**src/design/pepc_sub.sv**
```systemverilog
// Shared subtract and greater-than unit used for all time comparisons.
module pepc_sub #(
  parameter int W = 48
) (
  input  logic [W-1:0] a,
  input  logic [W-1:0] b,
  output logic [W-1:0] diff,
  output logic         gt
);

  logic [W:0] full;

  assign full = {1'b0, a} - {1'b0, b};
  assign diff = full[W-1:0];
  // No borrow and a nonzero difference means a is strictly greater.
  assign gt   = !full[W] && (full[W-1:0] != '0);

endmodule

```
**config.mk**
```make
export PLATFORM = sky130hd
export DESIGN_NAME = pepc_sub
export DESIGN_NICKNAME = d
export VERILOG_FILES = /design/src/design/pepc_sub.sv
export SDC_FILE = /design/constraint.sdc
export NUM_CORES = 1
export LEC_CHECK = 0
export ABC_CLOCK_PERIOD_IN_PS = 9400
export BUFFER_PORTS_ARGS = -buffer_cell sky130_fd_sc_hd__clkbuf_2
export CELL_PAD_IN_SITES_DETAIL_PLACEMENT = 1
export CELL_PAD_IN_SITES_GLOBAL_PLACEMENT = 2
export CORE_MARGIN = 1.5
export CORE_UTILIZATION = 28
export DETAILED_ROUTE_END_ITERATION = 8
export PLACE_DENSITY = 0.91
export SLEW_MARGIN = 20
export SYNTH_ARGS = -nofsm -noshare
export SYNTH_HDL_FRONTEND = slang
export SYNTH_SLANG_ARGS = --single-unit
```
**constraint.sdc**
```tcl
create_clock -name vclk -period 9.4
set_input_delay 2.35 -clock vclk [all_inputs]
set_output_delay 2.35 -clock vclk [all_outputs]
set_load 0.1 [all_outputs]
```
== After elaboration in Yosys (flattened, before gate mapping) ==
Cells that the tools add are included.

* $add $sub $neg: 1
* Reductions and logical operators: 3

{| class="wikitable"
|+ Operator list
! operator !! count
|-
| subtractor 48 x 48 -> 49 bit || 1
|-
| nonzero test 48 bit || 1
|-
| logical AND 1 bit || 1
|-
| zero test 1 bit || 1
|}

* Register bits: 0
* Word-level logic and storage cells: 4

== Logic depth before layout (Yosys ltp) ==
Gate-level depths: netlist of the first run.

* Depth after elaboration: 3
* Mapped depth: 13

== Worst setup path before layout of the first run ==
Ideal clock, no wire load.

* Kind: input -> output
* From: in b[24]
* To: out gt
* Data arrival time: 8185 ps
* Path slack: -1135 ps
* Stages: 13
* Buffers on the path: 1
* Path through: inv_1 -> ha_1 -> clkbuf_1 -> a21oi_1 -> o21bai_1 -> a2111oi_0 -> nor2_1 -> mux2_2 -> a211oi_1 -> or3_1 -> or4_1 -> nor4_1 -> a21oi_1

* Word-level cells in the longest chain between the ends: 3

{| class="wikitable"
|+ RTL lines
! element !! line !! text
|-
| start, declared || 6 || <nowiki>input logic [W-1:0] b,</nowiki>
|-
| subtractor 48 x 48 -> 49 bit || 13 || <nowiki>assign full = {1'b0, a} - {1'b0, b};</nowiki>
|-
| net diff[31] || 7 || <nowiki>output logic [W-1:0] diff,</nowiki>
|-
| nonzero test 48 bit || 16 || <nowiki>assign gt = !full[W] && (full[W-1:0] != '0);</nowiki>
|-
| logical AND 1 bit || 16 ||
|-
| end, declared || 8 || <nowiki>output logic gt</nowiki>
|}

The timed path passes the listed nets, and every way through them passes these cells.

== Final worst setup path of the first run ==
* From: in b[13]
* To: out gt

* Word-level cells in the longest chain between the ends: 3

{| class="wikitable"
|+ RTL lines
! element !! line
|-
| subtractor 48 x 48 -> 49 bit * || 13
|-
| nonzero test 48 bit / zero test 1 bit (equally long branches) || 16
|-
| logical AND 1 bit * || 16
|}

Every way passes the cells marked *; elsewhere a longest branch is shown, timed or not.

==> metrics.csv, run 1 <==
metric,value,unit
status,completed,
n_clock_buffer,0,
hold_viol_final,0,
period_share,0.937,
setup_slack,0.596,ns
cts_hold_buf,0,
firstDrtPassIters,4,
finish.net_count,834,
ys_warn_count,0,
slew_viol_final,0,
place.gp.congestion,0.858,
ant_nets,0,
rows,41,
cpMostUsedCell,nor4_1,
layout_commonest_cell,clkbuf_2,
drc,0,
dieHeight,117,um
synthCells,575,
drive_gt1_frac,0.250,
syn_area_per_cell,6.38,um^2
grt_pass1_wl,24000,um
rsz0062_at_grt,no,
die_x,117,um
placedCellCount,859,
io_pins,145,
start_util,0.288,
setup.worst_path.start,b[13],
irDropWorstVdd,0.0934,mV
tns,0,ns
path_max_fanout,11,
ys_types,67,
cpPeakStageDelay,0.79,ns
coreArea,0.0127,mm^2
gr-total-overflow,0,
setup_viol,0,
seq_cells,0,
vias,4600,
slew_headroom,0.398,
layout_common_cells,"145 x clkbuf_2, 62 x inv_1, 62 x nand2_1, 52 x a21oi_1, 48 x ha_1",
fmax,0.114,GHz
crit_chain,clkbuf_2 > inv_1 > ha_1 > a21oi_1 > o21a_1 > nor3_1 > nor4_1 > a211oi_1 > or4b_1 > nor4_1 > nand4_1 > nor4_1 > a21oi_2 > clkbuf_2,
first_global_vias,4732,
drt_iter0_drc,233,
synthesis.area,0.00367,mm^2
hold-worst-slack,5.31,ns
grt_use_total,0.204,
power_density,152,mW/mm^2
max-cap-violations,0,
cts.repair.resized,0,
post-cts-setup-buffers,0,
viasPerCell,5.36,
worstHoldStart,b[0],
worstPathArrival,6.45,ns
syn2layout_area_growth,22.5,%
period_minus_slack,8.80,ns
grt_max_degree,13,
dieArea,0.0138,mm^2
cp-start-kind,primary input,
wl_per_cell,16.7,um
critical_path.top_delay_family,simple AND/OR/NAND/NOR gates,
cp_num_buf_inv,3,
holdPathEnd,diff[0],
holdCritPathClass,primary input to primary output,
crit_path_end_kind,primary output,
path_class,primary input to primary output,
antenna_found_initial,0,
slowest_stage,nor4_1,
total_power,0.682,mW
hold_depth,4,
syn_nets,720,
worst_pin_slew,0.895,ns
port_buffers,145,
seq_area_frac_synth,0,
required,7.05,ns
place_ws,0.696,ns
wirelength,14400,um
diodes,0,
final-instance-count-excl-fill,859,
hpwl,12600,um
power.leakage,2.29,nW
seqCellArea,0,um^2
[synthesized netlist by cell type (all sizes together), types with 4 or more instances]
master / instances / share of area
nand3: 11 / 0.015
o21a: 10 / 0.020
o211ai: 6 / 0.014
nor3: 17 / 0.023
o31ai: 6 / 0.012
a2111oi: 5 / 0.015
a211oi: 11 / 0.025
and2: 8 / 0.014
ha: 48 / 0.16
xnor2: 17 / 0.041
nor2: 38 / 0.039
buf: 15 / 0.022
inv: 62 / 0.063
nor4: 8 / 0.014
nand2b: 7 / 0.012
o21bai: 8 / 0.016
a31oi: 5 / 0.0085
and3: 8 / 0.014
or4: 4 / 0.0092
o21ai: 31 / 0.043
nand2: 62 / 0.063
xor2: 14 / 0.033
a21o: 19 / 0.039
a21oi: 56 / 0.082
or3: 8 / 0.014
clkbuf: 18 / 0.018
nand4: 21 / 0.036
[cell type report]
| class | count | area, um^2 |
|---|---|---|
| fill | 1739 | 8230 |
| inverter | 62 | 233 |
| multi-input combinational | 480 | 3320 |
| tap | 172 | 215 |
| timing repair buffer | 145 | 726 |
[cell families after synthesis]
kind of cell / share of synthesized area
simple gates: 0.279
compound gates: 0.359
buf+inv: 0.104
fa+ha+maj: 0.169
xor+xnor: 0.0740
mux: 0.0143
[per-layer routing]
metal,part of all wire,routed length (um),track usage,vias up
li1,-,-,-,2319
met5,0,0,0,-
met2,0.46,6630,0.349,106
met3,0.039,560,0.0112,8
met4,0.0078,112,0.0177,0
met1,0.49,7080,0.291,2167
[power by group]
group          leakage, nW  internal, mW  total, mW  switching [mW]
clock network            0             0          0               0
registers                0             0          0               0
logic                 2.29         0.143      0.682           0.539
[metrics by stage]
step	util	area, um^2
after floorplan	-	3700
after global placement	0.353	4490
after detailed placement	0.353	4490
after CTS	0.353	4490
after global routing	0.353	4490
final	0.353	4490
[worst min-delay path: stages]
cell,delay (ns)
clkbuf_2,0.08
ha_1,0.13
inv_1,0.04
clkbuf_2,0.36
[worst max path at each step]
stage,end,slack [ns],depth (start not counted)
floorplan,gt,0.006,12
global placement,gt,0.69,15
detailed placement,gt,0.70,14
CTS,gt,0.67,14
global route,gt,0.44,14
finish,gt,0.60,14
(Power assumes the default switching activity.)
==> run 2: changes to the inputs <==
--- a/config.mk
+++ b/config.mk
@@ -5,12 +5,13 @@
 export SDC_FILE = /design/constraint.sdc
 export NUM_CORES = 1
 export LEC_CHECK = 0
+export ABC_AREA = 1
 export ABC_CLOCK_PERIOD_IN_PS = 9400
 export BUFFER_PORTS_ARGS = -buffer_cell sky130_fd_sc_hd__clkbuf_2
 export CELL_PAD_IN_SITES_DETAIL_PLACEMENT = 1
 export CELL_PAD_IN_SITES_GLOBAL_PLACEMENT = 2
 export CORE_MARGIN = 1.5
-export CORE_UTILIZATION = 28
+export CORE_UTILIZATION = 27
 export DETAILED_ROUTE_END_ITERATION = 8
 export PLACE_DENSITY = 0.91
 export SLEW_MARGIN = 20
==> metrics.csv, run 2 <==
metric,value,unit,change
grt_pass1_wl,32700,um,"was 24,000 um"
hold_viol_final,0,,unchanged
start_util,0.277,,was 0.288
die_x,139,um,was 117 um
ys_top_cells_by_count,"449 x nand2_1, 293 x inv_1, 60 x nor2_1, 48 x ha_1, 39 x nand3_1",,"was 62 x inv_1, 62 x nand2_1, 53 x a21oi_1, 48 x ha_1, 38 x nor2_1"
rows,49,,was 41
layout_commonest_cell,nand2_1,,was clkbuf_2
grt_use_total,0.210,,was 0.204
grt_max_degree,7,,was 13
worst_pin_slew,0.553,ns,was 0.895 ns
tns,0,ns,unchanged
grt_util_met2,0.355,,was 0.349
setup.worst_path.start,a[0],,was b[13]
fin_area,0.00603,mm^2,was 0.00449 mm^2
period_share,0.795,,was 0.937
setup_viol,0,,unchanged
drc,8,,was 0
dieHeight,139,um,was 117 um
place.gp.congestion,0.946,,was 0.858
synth.largest_area_cell,nand2_1,,was ha_1
fmax,0.134,GHz,was 0.114 GHz
dieArea,0.0194,mm^2,was 0.0138 mm^2
required,7.05,ns,about the same
wirelength,20300,um,"was 14,400 um"
ant_nets,0,,unchanged
hold-worst-slack,5.29,ns,was 5.31 ns
finish.net_count,1363,,was 834
port_buffers,145,,unchanged
seq_area_frac_synth,0,,unchanged
syn_nets,1216,,was 720
first_global_vias,6552,,"was 4,732"
io_pins,145,,unchanged
period_minus_slack,7.47,ns,was 8.80 ns
antenna_found_initial,0,,unchanged
met1_usage,0.297,,was 0.291
path_max_fanout,4,,was 11
worstPathArrival,5.12,ns,was 6.45 ns
synthesis.area,0.00502,mm^2,was 0.00367 mm^2
irDropWorstVdd,0.0620,mV,was 0.0934 mV
status,"complete, but fails checks",,was completed
cts_hold_buf,0,,unchanged
seq_cells,0,,unchanged
syn_area_per_cell,4.68,um^2,was 6.38 um^2
drt_iter0_drc,255,,was 233
hpwl,19200,um,"was 12,600 um"
wl_per_cell,14.1,um,was 16.7 um
max-cap-violations,0,,unchanged
drive_gt1_frac,0.189,,was 0.250
ys_types,26,,was 67
violations,design-rule violations,,
post-cts-setup-buffers,0,,unchanged
ys_warn_count,0,,unchanged
path_class,primary input to primary output,,unchanged
seqCellArea,0,um^2,unchanged
rsz0062_at_grt,no,,unchanged
cp-start-kind,primary input,,unchanged
synth_area_leaders,"nand2_1 34%, inv_1 22%, ha_1 12%",,"was ha_1 16%, a21oi_1 7.2%, inv_1 6.3%"
power_density,115,mW/mm^2,was 152 mW/mm^2
final-instance-count-excl-fill,1445,,was 859
vias,6518,,"was 4,600"
n_clock_buffer,0,,unchanged
coreArea,0.0181,mm^2,was 0.0127 mm^2
slew_headroom,0.633,,was 0.398
placedCellCount,1445,,was 859
worstHoldStart,b[0],,unchanged
place_area,0.00603,mm^2,was 0.00449 mm^2
cts.repair.resized,0,,unchanged
diodes,0,,unchanged
viasPerCell,4.51,,was 5.36
synthCells,1071,,was 575
holdCritPathClass,primary input to primary output,,unchanged
firstDrtPassIters,6,,was 4
crit_path_end_kind,primary output,,unchanged
syn2layout_area_growth,20.2,%,was 22.5%
yosysMostFrequentCell,nand2_1,,
power.leakage,4.15,nW,was 2.29 nW
gr-total-overflow,0,,unchanged
netlist.area_leader.share,0.336,,was 0.164
use_met3,0.0110,,was 0.0112
slew_viol_final,0,,unchanged
layout_common_cells,"449 x nand2_1, 293 x inv_1, 145 x clkbuf_2, 60 x nor2_1, 48 x ha_1",,"was 145 x clkbuf_2, 62 x inv_1, 62 x nand2_1, 52 x a21oi_1, 48 x ha_1"
busiest_layer,met2,,unchanged
run 2: cell count changes after synthesis, sizes merged, moves of 9 or more:
| cell | change |
|---|---|
| a211oi | -11 |
| a21o | -17 |
| a21oi | -22 |
| buf | -15 |
| clkbuf | -18 |
| inv | +248 |
| nand2 | +417 |
| nand3 | +34 |
| nand3b | +17 |
| nor2 | +50 |
| o21ai | -31 |
| xnor2 | -9 |
| xor2 | -13 |
run 2: cells by family after synthesis:
group	synth area share
buf+inv	0.234
simple gates	0.576
compound gates	0.0501
fa+ha+maj	0.124
xor+xnor	0.0157
run 2: metal layers:
metal / wire (um) / share of wire
met5: 0 / 0
met4: 380 / 0.019
met3: 839 / 0.041
met2: 8950 / 0.44
met1: 10200 / 0.50
run 2: worst paths after layout:
| check | end | slack (ns) | cells after the start |
|---|---|---|---|
| setup / recovery | gt | 1.93 | 20 |
| hold / removal | diff[0] | 5.29 | 4 |
run 2: layout make-up:
| cell class | count | area [um^2] |
|---|---|---|
| Inverter | 313 | 1170 |
| Multi-Input combinational cell | 758 | 3840 |
| Timing Repair Buffer | 145 | 726 |
| Fill cell | 2685 | 12100 |
| Tap cell | 229 | 287 |
run 2: where the power goes:
| group | total (mW) | internal [mW] | switching, mW |
|---|---|---|---|
| Combinational | 0.691 | 0.143 | 0.548 |
| Sequential | 0 | 0 | 0 |
| Clock | 0 | 0 | 0 |
run 2: worst max-delay path, cell delays in order:
cell      delay (ns)
clkbuf_2        0.07
inv_1           0.03
ha_1            0.22
fa_1            0.40
inv_1           0.12
nand3_1         0.08
nand2_1         0.18
nand2_1         0.10
nand2_2         0.11
nand2_1         0.10
nand3_2         0.13
nand2_2         0.08
nand3b_1        0.10
nand2_1         0.10
nand2_1         0.10
nor2_1          0.05
nand2_1         0.06
nor2_1          0.04
a21oi_1         0.19
clkbuf_2        0.50
run 2: stage by stage:
step | setup slack (ns) | util | power, mW
detailed placement | 1.93 | 0.333 | 0.693
global route | 1.78 | 0.333 | 0.745
finish | 1.93 | 0.333 | 0.691
CTS | 1.91 | 0.333 | 0.695
floorplan | 0.578 | - | 0.537
global placement | 1.96 | 0.333 | 0.688
==> run 3: changes to the inputs <==
==> config.mk (replaced) <==
export PLATFORM = sky130hd
export DESIGN_NAME = pepc_sub
export DESIGN_NICKNAME = d
export VERILOG_FILES = /design/src/design/pepc_sub.sv
export SDC_FILE = /design/constraint.sdc
export NUM_CORES = 1
export LEC_CHECK = 0
export ABC_AREA = 0
export ABC_CLOCK_PERIOD_IN_PS = 7800
export BUFFER_PORTS_ARGS = -buffer_cell sky130_fd_sc_hd__clkbuf_2
export CELL_PAD_IN_SITES_DETAIL_PLACEMENT = 1
export CELL_PAD_IN_SITES_GLOBAL_PLACEMENT = 2
export CORE_MARGIN = 1.5
export CORE_UTILIZATION = 26
export DETAILED_ROUTE_END_ITERATION = 8
export PLACE_DENSITY = 0.85
export SLEW_MARGIN = 20
export SYNTH_ARGS = -nofsm -noshare
export SYNTH_HDL_FRONTEND = slang
export SYNTH_SLANG_ARGS = --single-unit
==> constraint.sdc (replaced) <==
create_clock -name vclk -period 7.8
set_input_delay 1.95 -clock vclk [all_inputs]
set_output_delay 1.95 -clock vclk [all_outputs]
set_load 0.1 [all_outputs]
==> metrics.csv, run 3 (synthesized netlist as in run 1, its figures left out) <==
metric,value,unit,change
seqCellArea,0,um^2,unchanged
fin_area,0.00488,mm^2,was 0.00603 mm^2
period_share,0.978,,
rows,43,,was 49
drt_iter0_drc,238,,was 255
tns,0,ns,unchanged
drive_gt1_frac,0.303,,was 0.189
power.leakage,2.47,nW,was 4.15 nW
drc,0,,was 8
worst_pin_slew,0.668,ns,was 0.553 ns
final-instance-count-excl-fill,879,,"was 1,445"
power_density,177,mW/mm^2,was 115 mW/mm^2
diodes,0,,unchanged
place_ws,-0.0201,ns,was 1.93 ns
dieArea,0.0148,mm^2,was 0.0194 mm^2
layout_commonest_cell,clkbuf_2,,was nand2_1
status,completed,,"was complete, but fails checks"
grt_pass1_wl,23500,um,"was 32,700 um"
holdPathEnd,diff[0],,unchanged
finish.net_count,846,,"was 1,363"
utilization,0.353,,was 0.333
ant_nets,0,,unchanged
setup_viol,0,,unchanged
crit_path_end_kind,primary output,,unchanged
total_power,0.866,mW,was 0.691 mW
slew_headroom,0.550,,was 0.633
hpwl,13000,um,"was 19,200 um"
start_util,0.265,,was 0.277
wl_per_cell,16.6,um,was 14.1 um
period_minus_slack,7.63,ns,
setup_slack,0.170,ns,was 1.93 ns
vias,4684,,"was 6,518"
grt_max_degree,13,,was 7
seq_cells,0,,unchanged
port_buffers,145,,unchanged
hold-worst-slack,4.51,ns,was 5.29 ns
place_area,0.00486,mm^2,was 0.00603 mm^2
worstHoldStart,b[0],,unchanged
irDropWorstVdd,0.102,mV,was 0.0620 mV
dieHeight,122,um,was 139 um
viasPerCell,5.33,,was 4.51
worstPathArrival,5.68,ns,was 5.12 ns
cp-start-kind,primary input,,unchanged
firstDrtPassIters,4,,was 6
required,5.85,ns,was 7.05 ns
n_clock_buffer,0,,unchanged
io_pins,145,,unchanged
grt_use_total,0.192,,was 0.210
gr-total-overflow,0,,unchanged
fmax,0.131,GHz,
cts_hold_buf,0,,unchanged
coreArea,0.0138,mm^2,was 0.0181 mm^2
syn2layout_area_growth,33.1,%,was 20.2%
antenna_found_initial,0,,unchanged
hold_viol_final,0,,unchanged
layout_common_cells,"144 x clkbuf_2, 62 x inv_1, 62 x nand2_1, 52 x a21oi_1, 48 x ha_1",,"was 449 x nand2_1, 293 x inv_1, 145 x clkbuf_2, 60 x nor2_1, 48 x ha_1"
place.gp.congestion,0.870,,was 0.946
path_max_fanout,3,,was 4
path_class,primary input to primary output,,unchanged
holdCritPathClass,primary input to primary output,,unchanged
slew_viol_final,0,,unchanged
first_global_vias,4779,,"was 6,552"
placedCellCount,879,,"was 1,445"
hold_depth,4,,unchanged
die_x,122,um,was 139 um
max-cap-violations,0,,unchanged
wirelength,14600,um,"was 20,300 um"
## run 3: changes by cell type in the layout (fill, tap and decap cells not counted), moves of 18 or more
cell | previous run | this run
inv_1 | 293 | 62
nand3_1 | 39 | 11
nor2_1 | 60 | 38
nand2_2 | 30 | 0
a21oi_1 | 34 | 52
nand2_1 | 449 | 62
o21ai_0 | 0 | 30
## run 3: layout make-up
| type | instances | area [um^2] |
|---|---|---|
| Timing Repair Buffer | 157 | 831 |
| Multi-Input combinational cell | 480 | 3590 |
| Inverter | 62 | 233 |
| Tap cell | 180 | 225 |
| Fill cell | 1778 | 8940 |
## run 3: routing by layer
metal  track usage  vias up  part of all wire
li1              -     2332                 -
met1         0.275     2233              0.48
met2         0.330      109              0.47
met3       0.00468       10             0.035
met4        0.0191        0             0.010
met5             0        -                 0
## run 3: timing repair
| action | 4_1_cts | 5_1_grt |
|---|---|---|
| gates resized for setup | 1 | 4 |
| setup buffers | 0 | 0 |
| endpoints found under the setup margin | 1 | 1 |
## run 3: power breakdown
| part | total [mW] | switching, mW | internal (mW) |
|---|---|---|---|
| Combinational | 0.866 | 0.668 | 0.198 |
| Clock | 0 | 0 | 0 |
| Sequential | 0 | 0 | 0 |
## run 3: worst max-delay path, stage by stage
cell,delay (ns)
clkbuf_2,0.08
inv_1,0.04
ha_1,0.24
fa_1,0.41
nand2b_1,0.19
a21bo_2,0.22
a21oi_1,0.23
o31ai_1,0.17
xnor2_2,0.18
or4b_2,0.68
nor4_1,0.20
buf_4,0.17
nand4_1,0.15
nor4_2,0.35
buf_4,0.18
a21oi_4,0.05
buf_12,0.18
## run 3: worst max path at each step
stage	startpoint	endpoint	slack (ns)	cells past startpoint
finish	a[0]	gt	0.17	17
CTS	b[1]	gt	0.04	14
floorplan	b[1]	gt	0.08	12
detailed placement	a[0]	gt	-0.02	16
global placement	a[0]	gt	0.03	16
global route	b[16]	gt	-0.05	15
